$ cat src/hw/rtl/vft_pkg.sv
// vft_pkg: shared types and constants for the VPIN flow toxicity block.
// No dependencies; used by every module under hw/rtl.
package vft_pkg;

  localparam int BUCKETS  = 64;                   // buckets held in the ring
  localparam int PRICE_W  = 32;
  localparam int SIZE_W   = 24;
  localparam int CFG_W    = 32;
  localparam int VOL_W    = 33;                   // open bucket volume
  localparam int FRAC_W   = 16;                   // Q0.16 result
  localparam int SLOT_W   = (BUCKETS > 1) ? $clog2(BUCKETS) : 1;
  localparam int FILL_W   = $clog2(BUCKETS + 1);
  localparam int SUM_W    = VOL_W + SLOT_W + 1;   // sums over the ring
  localparam int CNT_W    = $clog2(FRAC_W);       // divider step counter
  localparam int Q_DEPTH  = 2;                    // front and result queues
  localparam int Q_AW     = 1;

  localparam logic [CFG_W-1:0] BUCKET_VOLUME_RST = CFG_W'(10000);

  typedef struct packed {
    logic [PRICE_W-1:0] bid_price;
    logic [PRICE_W-1:0] ask_price;
    logic [PRICE_W-1:0] trade_price;
    logic [SIZE_W-1:0]  trade_size;
  } tick_t;

  typedef struct packed {
    logic [FRAC_W-1:0] vpin_fraction;
    logic              vpin_valid;
    logic              bucket_closed;
  } result_t;

  // classified trade, front to back
  typedef struct packed {
    logic              is_buy;
    logic [SIZE_W-1:0] trade_size;
  } trade_t;

endpackage

$ cat src/hw/rtl/vft_front.sv
// vft_front: classifies each tick as buy or sell and queues it for the back end.
// Depends on vft_pkg.
module vft_front (
  input  logic           clk,
  input  logic           rst_n,
  input  logic           in_push,
  output logic           in_full,
  input  vft_pkg::tick_t in_tick,
  output logic           trade_valid,
  input  logic           trade_pop,
  output vft_pkg::trade_t trade
);

  vft_pkg::trade_t             q_mem [vft_pkg::Q_DEPTH];
  logic [vft_pkg::Q_AW-1:0]    wr_ptr_r, wr_ptr_nxt;
  logic [vft_pkg::Q_AW-1:0]    rd_ptr_r, rd_ptr_nxt;
  logic [vft_pkg::Q_AW:0]      count_r, count_nxt;
  logic [vft_pkg::PRICE_W:0]   quote_sum;
  logic [vft_pkg::PRICE_W:0]   price_x2;
  logic                        no_quote;
  vft_pkg::trade_t             classed;
  logic                        do_push;
  logic                        do_pop;

  // buy when at or above mid; a missing side counts as buy
  assign quote_sum = {1'b0, in_tick.bid_price} + {1'b0, in_tick.ask_price};
  assign price_x2  = {in_tick.trade_price, 1'b0};
  assign no_quote  = (in_tick.bid_price == '0) || (in_tick.ask_price == '0);

  always_comb begin
    classed.is_buy     = no_quote || (price_x2 >= quote_sum);
    classed.trade_size = in_tick.trade_size;
  end

  assign in_full     = (count_r == (vft_pkg::Q_AW+1)'(vft_pkg::Q_DEPTH));
  assign trade_valid = (count_r != '0);
  assign trade       = q_mem[rd_ptr_r];
  assign do_push     = in_push && !in_full;
  assign do_pop      = trade_pop && trade_valid;

  always_comb begin
    wr_ptr_nxt = do_push ? wr_ptr_r + 1'b1 : wr_ptr_r;
    rd_ptr_nxt = do_pop ? rd_ptr_r + 1'b1 : rd_ptr_r;
    count_nxt  = count_r;
    if (do_push && !do_pop) begin
      count_nxt = count_r + 1'b1;
    end else if (do_pop && !do_push) begin
      count_nxt = count_r - 1'b1;
    end
  end

  always_ff @(posedge clk) begin
    if (!rst_n) begin
      wr_ptr_r <= '0;
      rd_ptr_r <= '0;
      count_r  <= '0;
    end else begin
      wr_ptr_r <= wr_ptr_nxt;
      rd_ptr_r <= rd_ptr_nxt;
      count_r  <= count_nxt;
    end
  end

  always_ff @(posedge clk) begin
    if (do_push) begin
      q_mem[wr_ptr_r] <= classed;
    end
  end

endmodule

$ cat config.mk
export PLATFORM = sky130hd
export DESIGN_NAME = vft_front
export DESIGN_NICKNAME = d
export VERILOG_FILES = /design/src/hw/rtl/vft_pkg.sv /design/src/hw/rtl/vft_front.sv
export SDC_FILE = /design/constraint.sdc
export NUM_CORES = 1
export LEC_CHECK = 0
export ABC_AREA = 1
export BUFFER_PORTS_ARGS = -buffer_cell sky130_fd_sc_hd__buf_4
export CAP_MARGIN = 20
export CORE_MARGIN = 4
export CORE_UTILIZATION = 55
export CTS_BUF_LIST = sky130_fd_sc_hd__clkbuf_8
export DETAILED_ROUTE_END_ITERATION = 16
export GPL_ROUTABILITY_DRIVEN = 0
export MAX_ROUTING_LAYER = met4
export PLACE_DENSITY = 0.88
export SYNTH_ARGS = -nofsm -noshare
export SYNTH_HDL_FRONTEND = slang
export SYNTH_SLANG_ARGS = --single-unit
$ cat constraint.sdc
create_clock -name clk -period 4 [get_ports clk]
set_clock_uncertainty 0.2 [all_clocks]
set_input_delay 1.2 -clock clk [delete_from_list [all_inputs] [get_ports clk]]
set_output_delay 1.2 -clock clk [all_outputs]
set_load 0.01 [all_outputs]
# == After elaboration in Yosys (flattened, before gate mapping) ==
# Memory sizes are Yosys's and may differ from the RTL's. A register that Yosys moved wholly into a read port is not among the register bits.
# Index checks and enable logic that the tools add are counted.
# classes
add_sub_neg,5
n_lt_le_gt_ge,1
n_eq_ne,1
muxes,6
n_reduce_logical,13
# op_table
op,count
32-bit zero test,2
32-bit by 32-bit adder with 33-bit output,1
33-bit >= comparator,1
1-bit logical AND,4
1-bit 2-to-1 mux,4
2-bit 2-to-1 mux,2
2-bit nonzero test,2
1-bit zero test,3
1-bit adder (second input constant),2
2-bit by 1-bit adder with 2-bit output (second input constant),1
2-bit equality test (second input constant),1
1-bit logical OR,2
2-bit by 1-bit subtractor with 2-bit output (second input constant),1
# word_totals
register_bits,4
ram_bits,50
input_bits,124
out_inout_bits,27
elab_cells,30
mem_count,1
# mem_list
memory,words,word_bits,read_ports,rd_ports_with_merged_regs,wr,line_no,rtl
q_mem,2,25,1,1,1,vft_front.sv:14,vft_pkg::trade_t q_mem [vft_pkg::Q_DEPTH];

# == Longest topological paths before layout ==
# logic_depth
word_depth,7
ltp_mapped,20
depth_no_buf,20

# == Least setup slack after synthesis ==
# Ideal clock, no wire load.
# synth_timing
kind,in2reg
start,input in_tick[56] in the netlist's numbering
end,"memory q_mem[0][24] in the netlist's numbering, data pin"
setup_time_ps,272
t_arrival_ps,3259
required_time_ps,3528
setup_slack_ps,269
path_stages,16
path_buffers,0
path_cell_list,ha_1 > fa_1 > nand3_1 > nand3_1 > nand2_1 > nand2_1 > nand3_1 > nand3_1 > nand2_1 > nand2_1 > ha_1 > a21o_1 > nor2_1 > nand2_1 > a21oi_1 > nand4_1
# synth_lines
element,line_no,rtl
start: declaration,vft_front.sv:8,"input vft_pkg::tick_t in_tick,"
end: declaration,vft_front.sv:14,

==> metrics <==
status=complete, no violations; CTS tree=done; Lkg Pwr=3.73 nW; number of max-cap violations=0; fin worst setup slack=197 ps; DRC viols=0; post-route non-filler standard cell count=1102; Final Max Slew Viols=0; Setup crit end kind=flop; first-pass GRT wire length=23800 um; Rows=36; crit path DAT=3760 ps; pin count of the biggest net entering global routing=26; gr ovfl total=0; number of port buffers=150; post-route ant nets=0; Setup CP Type=in2reg; synthesized cell area=5560 um^2; Cells after Synth=806; final instance area=7010 um^2; Die Height=109 um; placed cells=1094; Synth Register Bits=55; Final #Nets=1158; Antenna diodes=0; final clock period utilization by the worst path=95.1%; register area share after synthesis=28.8%; Synth area leader=edfxtp_1; Routed WL=14900 um; cts hold-fix bufs=0; share of layout cells above drive strength 1=23.7%; leading cell types by count after synthesis=nand2_1, inv_1, nor2_1; Worst Tran Pin Value=463 ps; Sink Count=55; Post-synth EDFFs=50; Initial DRC Count=298; # H-tree levels=2; Design Power=2.16 mW; clk slew on worst S/H paths=100 ps; max frequency=0.263 GHz; Gates resized, CTS repair=0; relative slew slack=68.8%; Layout area overhead=26.1%; PD cells=308 nW/um^2; initial core utilization=56.6%; post-synthesis net count=996; final-report hold violation count=0; Tot GR Track Use=26.1%; Area after DPL=6900 um^2; number of synthesis warnings=0; vias in the first global route=5241; endpoints failing setup=0; Fill cells=824; Worst Path Max Fanout=4; hold crit path type=reg2reg; Fin Setup TNS=0 ps; most frequent cell after synthesis=nand2_1; Post-synth top flop=edfxtp_1; vias per cell=5.10; final core utilization=71.4%; Avg WL per Cell=13.5 um; initial antenna violation count=0; RSZ-0062 raised after global routing=false; Core Box Area=9820 um^2; DP Wirelength=12800 um; postcts setup bufs=0; die area=11800 um^2; Yosys top cell area share=27.0%; fin crit period=3800 ps; Chip Width=109 um; Num CTS Buffers=5; drt pass-1 iters=7; fraction of registers with async set/reset=0%; dominant cells by area after synthesis=edfxtp_1, nand2_1, ha_1; Worst setup SP type=input pin; IO Count=151; Root Buffer=clkbuf_8; mean post-synth cell area=6.90 um^2; Yosys cell types=28; vias=5618; Clock Latency Late Sink=300 ps; CP Data Required Time=3960 ps; pre-CTS WS=-158 ps; Max Root-Sink Buffers=2; Worst IR Drop VDD=0.229 mV; Hold Slack=282 ps
==> per-layer routing <==
metal | wire length [um] | GRT usage [%] | part of all wire [%] | up-vias
li1 | - | - | - | 2874
met1 | 6290 | 32.9 | 42 | 2517
met2 | 7220 | 44.7 | 49 | 200
met3 | 1040 | 2.63 | 7.0 | 27
met4 | 320 | 7.12 | 2.2 | 0
met5 | 0 | - | 0 | -
==> kinds of logic after synthesis <==
logic type | share of synthesized area, %
AOI/OAI and AO/OA | 5.11
xor gates and xnor gates | 2.36
adders and majority gates | 15.0
buffers and inverters | 9.45
DFF | 28.8
muxes | 5.06
and+or+nand+nor | 34.2
==> cells in the final DEF (no fill, tap or decap), drive strengths merged, types with 9 or more instances in the layout <==
master  Yosys  layout
buf         3     158
nand3      22      22
nor2      102     102
o21ai       9       9
inv       136     137
ha         65      65
edfxtp     50      50
nand4      12      12
mux2       25      25
xnor2      15      15
a21oi      35      35
nand2     301     301
==> power breakdown <==
part           switching, mW  internal [mW]  total (mW)
Combinational          0.603          0.493        1.10
Sequential            0.0229          0.729       0.752
Clock                  0.182          0.129       0.310
==> sequential cells by signal, indices dropped and copies added (netlist names), named ones only <==
register,cells
wr_ptr_r,1
rd_ptr_r,1
q_mem,50
count_r,2
==> layout make-up <==
| class | instances | area (um^2) | area share [%] |
|---|---|---|---|
| multi-input combinational | 612 | 3450 | 49.2 |
| inverter | 136 | 510 | 7.28 |
| tap | 133 | 166 | 2.37 |
| clock inverter | 3 | 27.5 | 0.393 |
| clock buffer | 5 | 68.8 | 0.982 |
| timing repair buffer | 158 | 1190 | 16.9 |
| sequential | 55 | 1600 | 22.9 |
==> critical path, stage by stage <==
cell and delay, ps:
buf_4 120, ha_1 220, fa_1 430, nand3_1 120
nand3_2 110, nand2_1 80, nand2_1 80, nand3_1 110
nand3_1 100, nand2_1 80, nand2_1 60, ha_1 290
nand2_1 90, nor2_2 150, nand4_1 150, nor2_2 160
nand3_1 100, nand4_1 110
==> final timing paths <==
path	startpoint	to	slack [ps]	depth (start not counted)
worst max register to register	count_r[1]$_SDFFE_PN0P_	count_r[1]$_SDFFE_PN0P_	2030	8
worst min-delay path	rd_ptr_r$_SDFFE_PN0P_	flop	280	2
worst max-delay path	in_tick[56]	q_mem[1][24]$_DFFE_PP_	200	18
worst min register to register	rd_ptr_r$_SDFFE_PN0P_	flop	280	2
(Power assumes the default switching activity.)
