[config.mk]
export PLATFORM = sky130hd
export DESIGN_NAME = vft_out_queue
export DESIGN_NICKNAME = d
export VERILOG_FILES = /design/src/hw/rtl/vft_pkg.sv /design/src/hw/rtl/vft_out_queue.sv
export SDC_FILE = /design/constraint.sdc
export NUM_CORES = 1
export LEC_CHECK = 0
export BUFFER_PORTS_ARGS = -buffer_cell sky130_fd_sc_hd__clkbuf_2
export CORE_MARGIN = 3
export CORE_UTILIZATION = 50
export CTS_CLUSTER_DIAMETER = 120
export DETAILED_ROUTE_END_ITERATION = 8
export PLACE_DENSITY_LB_ADDON = 0.25
export SYNTH_ARGS = -nofsm -noshare
export SYNTH_HDL_FRONTEND = slang
export SYNTH_SLANG_ARGS = --single-unit
[constraint.sdc]
create_clock -name clk -period 2.1 [get_ports clk]
set_clock_uncertainty 0.2 [all_clocks]
set_input_delay 0.525 -clock clk [delete_from_list [all_inputs] [get_ports clk]]
set_output_delay 0.525 -clock clk [all_outputs]
set_load 0.005 [all_outputs]
[src/hw/rtl/vft_pkg.sv]
// vft_pkg: shared types and constants for the VPIN flow toxicity block.
// No dependencies; used by every module under hw/rtl.
package vft_pkg;

  localparam int BUCKETS  = 64;                   // buckets held in the ring
  localparam int PRICE_W  = 32;
  localparam int SIZE_W   = 24;
  localparam int CFG_W    = 32;
  localparam int VOL_W    = 33;                   // open bucket volume
  localparam int FRAC_W   = 16;                   // Q0.16 result
  localparam int SLOT_W   = (BUCKETS > 1) ? $clog2(BUCKETS) : 1;
  localparam int FILL_W   = $clog2(BUCKETS + 1);
  localparam int SUM_W    = VOL_W + SLOT_W + 1;   // sums over the ring
  localparam int CNT_W    = $clog2(FRAC_W);       // divider step counter
  localparam int Q_DEPTH  = 2;                    // front and result queues
  localparam int Q_AW     = 1;

  localparam logic [CFG_W-1:0] BUCKET_VOLUME_RST = CFG_W'(10000);

  typedef struct packed {
    logic [PRICE_W-1:0] bid_price;
    logic [PRICE_W-1:0] ask_price;
    logic [PRICE_W-1:0] trade_price;
    logic [SIZE_W-1:0]  trade_size;
  } tick_t;

  typedef struct packed {
    logic [FRAC_W-1:0] vpin_fraction;
    logic              vpin_valid;
    logic              bucket_closed;
  } result_t;

  // classified trade, front to back
  typedef struct packed {
    logic              is_buy;
    logic [SIZE_W-1:0] trade_size;
  } trade_t;

endpackage

[src/hw/rtl/vft_out_queue.sv]
// vft_out_queue: two-entry result queue in front of the out_ port.
// Depends on vft_pkg.
module vft_out_queue (
  input  logic             clk,
  input  logic             rst_n,
  input  logic             res_push,
  output logic             res_full,
  input  vft_pkg::result_t res,
  output logic             out_empty,
  input  logic             out_pop,
  output vft_pkg::result_t out_result
);

  vft_pkg::result_t          q_mem [vft_pkg::Q_DEPTH];
  logic [vft_pkg::Q_AW-1:0]  wr_ptr_r, wr_ptr_nxt;
  logic [vft_pkg::Q_AW-1:0]  rd_ptr_r, rd_ptr_nxt;
  logic [vft_pkg::Q_AW:0]    count_r, count_nxt;
  logic                      do_push;
  logic                      do_pop;

  assign res_full   = (count_r == (vft_pkg::Q_AW+1)'(vft_pkg::Q_DEPTH));
  assign out_empty  = (count_r == '0);
  assign out_result = q_mem[rd_ptr_r];
  assign do_push    = res_push && !res_full;
  assign do_pop     = out_pop && !out_empty;

  always_comb begin
    wr_ptr_nxt = do_push ? wr_ptr_r + 1'b1 : wr_ptr_r;
    rd_ptr_nxt = do_pop ? rd_ptr_r + 1'b1 : rd_ptr_r;
    count_nxt  = count_r;
    if (do_push && !do_pop) begin
      count_nxt = count_r + 1'b1;
    end else if (do_pop && !do_push) begin
      count_nxt = count_r - 1'b1;
    end
  end

  always_ff @(posedge clk) begin
    if (!rst_n) begin
      wr_ptr_r <= '0;
      rd_ptr_r <= '0;
      count_r  <= '0;
    end else begin
      wr_ptr_r <= wr_ptr_nxt;
      rd_ptr_r <= rd_ptr_nxt;
      count_r  <= count_nxt;
    end
  end

  always_ff @(posedge clk) begin
    if (do_push) begin
      q_mem[wr_ptr_r] <= res;
    end
  end

endmodule

# --- Yosys cells after proc, flatten, opt, wreduce, memory -nomap -nowiden ---
# Memories as Yosys holds them, arrays and structs flattened. A register that Yosys moved wholly into a read port is not among the register bits.
# Cells that the tools add are included.
op_classes:
  n_addsub: 4
  eq_ne: 1
  n_mux: 6
  n_reduce_logical: 10
ops:
  columns: ["cell", "count"]
  rows:
  - ["$logic_and 1x1->1", 4]
  - ["$logic_not 1->1", 4]
  - ["$mux 1", 4]
  - ["$mux 2", 2]
  - ["$add 1x1->1 const B", 2]
  - ["$add 2x1->2 const B", 1]
  - ["$eq 2x2->1 const B", 1]
  - ["$logic_not 2->1", 1]
  - ["$reduce_bool 2->1", 1]
  - ["$sub 2x1->2 const B", 1]
totals:
  register_bits: 4
  mem_bits_rw: 36
  input_bits: 22
  output_inout_bits: 20
  wordCells: 25
  memories: 1
memory_table:
  columns: ["memory", "words", "width", "rd", "rd_clocked_by_memory_dff", "write_ports", "line_no", "text"]
  rows:
  - ["q_mem", 2, 18, 1, 1, 1, "vft_out_queue.sv:14", "vft_pkg::result_t q_mem [vft_pkg::Q_DEPTH];"]

# --- Depth between registers and ports, before layout ---
logic_depth:
  depth_word: 7
  depth_mapped: 7
  ltp_nobuf: 7

# --- Worst setup path before layout ---
# No wires, ideal clock.
synth_path:
  kind: "input to register"
  from: "input res_push"
  to: "memory q_mem[0][0] in the netlist's numbering (enable)"
  t_arrival_ns: 1.369
  t_required_ns: 1.508
  path_slack_ns: 0.139
  stages: 2
  path_buffers: 0
  cell_sequence: "inv_1 -> nor3_2"
synth_via:
  elab_chain_len: 3
synth_rtl:
  columns: ["item", "line_no", "text"]
  rows:
  - ["start: declaration", "vft_out_queue.sv:6", "input logic res_push,"]
  - ["$logic_and 1x1->1", "vft_out_queue.sv:24", "assign do_push = res_push && !res_full;"]
  - ["$mux 1", "vft_out_queue.sv:51", "if (do_push) begin"]
  - ["$mux 1 (implied by the code)", "vft_out_queue.sv:52", "q_mem[wr_ptr_r] <= res;"]
  - ["end: declaration", "vft_out_queue.sv:14", null]
# No other way between the ends.

==> impl_metrics.yaml <==
critical_path:
  criticalPathCategory: "reg -> out"
  crit_fanout: 10
  ff2ff_setup_slack_ns: 0.27
  worst_r2r_path_depth: 6
  r2r_start: "count_r[0]"
  worstPathRequired_ns: 1.37
  cp-end-kind: "output pin"
  start_kind: "flop"
  critPathCapture: "out_result[2]"
  reg2reg_to: "count_r[1]"
  worstPathArrival_ns: 1.31
place:
  port_buffers: 41
  post-dp-hpwl_mm: 1.823
  post_dp_cell_area_um2: 1807
  place_congestion: 0.6656
clock_tree:
  cts_max_path_buffers: 2
  cts-root-buf: "clkbuf_4"
  cts_hold_buf: 0
  post-cts-setup-buffers: 0
  tritoncts: "done"
  clkTransAtPathRegs_ns: 0.12
  htree_levels: 2
  clk_latency_ns: 0.34
  cts.sinks: 41
  cts_buffers: 5
logic_synthesis:
  synth_largest_area_cell: "edfxtp_1"
  syn_avg_cell_area_um2: 18.89
  yosysWarningCount: 0
  synth_cells: 81
  synth_top_area_share_pct: 70.65
  ys_top_cells_by_area: "edfxtp_1, mux2_2, dfxtp_1, and2_1, xnor2_1"
  syn_area_um2: 1530
  syn_nets: 104
  ys_seq_elements: 41
  yosysSeqAreaShare_pct: 77.19
  yosysUniqueCellTypes: 21
die:
  io_pins: 42
  initial_core_util_pct: 54.09
  die_h_um: 61.32
  rows: 19
  core_um2: 2829
  die_w_um: 61.32
  die-area_um2: 3760
cells_and_area:
  multi_input_area_um2: 332.8
  layout-drive-gt1-share_pct: 56.72
  fin_area_um2: 1878
  n_antenna_cell: 0
  area_growth_pct: 22.73
  final_net_count: 156
  final_common_cell: "clkbuf_2"
  fillers: 213
  final_cell_mix: "clkbuf_2, edfxtp_1, mux2_2, clkbuf_4"
  final-seq-area_um2: 1182
drt:
  dr.first_iter.drc_count: 7
  drc_errors: 0
  vias_per_cell: 5.121
  drt_wl_total_mm: 2.447
  num_vias: 845
  dr.pass1.iters: 3
  final_antenna_net_count: 0
  routedWlPerCell_um: 14.83
power_and_ir_drop:
  powerDensity_nw_per_um2: 1108
  vdd_drop_max_uv: 617.9
  finalPower_mw: 2.082
  cellLeakagePower_nw: 0.7432
global_routing:
  grt_remaining_overflow: 0
  antenna_found_initial: 0
  grt_pass1_vias: 825
  grt.total_usage_pct: 14.65
  grt_pass1_wl_mm: 3.636
  grt_max_degree: 14
timing:
  slew_headroom_pct: 81.62
  setup_viol: 0
  finalHoldViolations: 0
  max_slew.worst_pin.slew_ns: 0.2742
  timing.fmax_mhz: 491.0
  timing.hold.ws_ns: 0.1582
  fin_crit_ns: 2.036
  rsz0062_at_grt: "yes"
  timing.final.crit_share_pct: 96.98
  report.final.slew_viol_count: 0
hold_path:
  hp-start: "res[14]"
  worstHoldPathType: "in -> reg"
status:
  status: "completed"
job:
  timing.max_cap.violations: 0
-- cells by family after synthesis --
group,Yosys count,synth area share [%]
buffers and inverters,4,1.308
adder cells (fa/ha/maj),1,0.8175
flip-flops,41,77.19
XOR/XNOR,3,1.717
AND/OR/NAND/NOR,9,3.599
AO/OA/AOI/OAI,5,2.126
multiplexers,18,13.25
-- layout make-up --
cell class | instances | area share (%)
flip-flops and latches | 41 | 62.96
multi-input cells | 36 | 17.72
repair buffers | 47 | 13.92
well taps | 31 | 2.065
clock buffers | 5 | 1.999
clock inverters | 3 | 0.9327
inverters | 2 | 0.3997
-- layer usage --
metal	part of all wire, %	vias to the layer above	GRT usage [%]
li1	-	412	-
met1	39	399	14.42
met2	52	27	25.38
met3	7.0	7	5.870
met4	2.4	0	9.288
met5	0	-	0
-- critical path, cell delays in order, from the launching register on --
cell and delay [ns]:
dfxtp_2 0.37, buf_8 0.15, mux2_2 0.34, clkbuf_2 0.11
-- Yosys cell counts (all sizes together) --
master,number
a21boi,2
or3,1
buf,2
nor3,1
o21ai,2
xor2,1
inv,2
xnor2,2
dfxtp,5
ha,1
o21a,1
nand2b,1
and3,1
nor2,2
edfxtp,36
mux2,18
and2,3
-- repair_timing --
action	in CTS	in global routing
gates resized for setup	0	5
hold endpoints to repair	0	0
endpoints found under the setup margin	0	18
-- per-stage QoR --
step / cells / worst slack (ns) / utilization [%] / TNS (ns)
3_3_place_gp: 157 / 0.3028 / 63.87 / 0
4_1_cts: 165 / 0.002597 / 65.81 / 0
3_5_place_dp: 157 / 0.2405 / 63.87 / 0
5_1_grt: 165 / -0.01593 / 66.39 / -0.08932
2_1_floorplan: 81 / 0.1388 / - / 0
6_report: 165 / 0.06350 / 66.39 / 0
-- worst min-delay path by stage --
stage	endpoint	slack [ns]	cells past startpoint
floorplan	count_r[1]	0.28	2
global placement	count_r[1]	0.30	2
detailed placement	count_r[1]	0.34	2
CTS	q_mem[0][5]	0.14	1
global route	q_mem[0][15]	0.14	1
finish	q_mem[1][14]	0.16	1
-- where the power goes --
| part | switching [mW] | total [mW] | internal, mW |
|---|---|---|---|
| clock | 0.248 | 0.374 | 0.126 |
| sequential | 0.0548 | 1.09 | 1.03 |
| combinational | 0.279 | 0.622 | 0.343 |
| total | 0.582 | 2.08 | 1.50 |
-- state kept, by name, indices dropped and copies added, names as in the netlist, named ones only --
name / flops
q_mem: 36
wr_ptr_r: 1
count_r: 2
rd_ptr_r: 1
No activity file was read; power rests on OpenSTA's default activity.
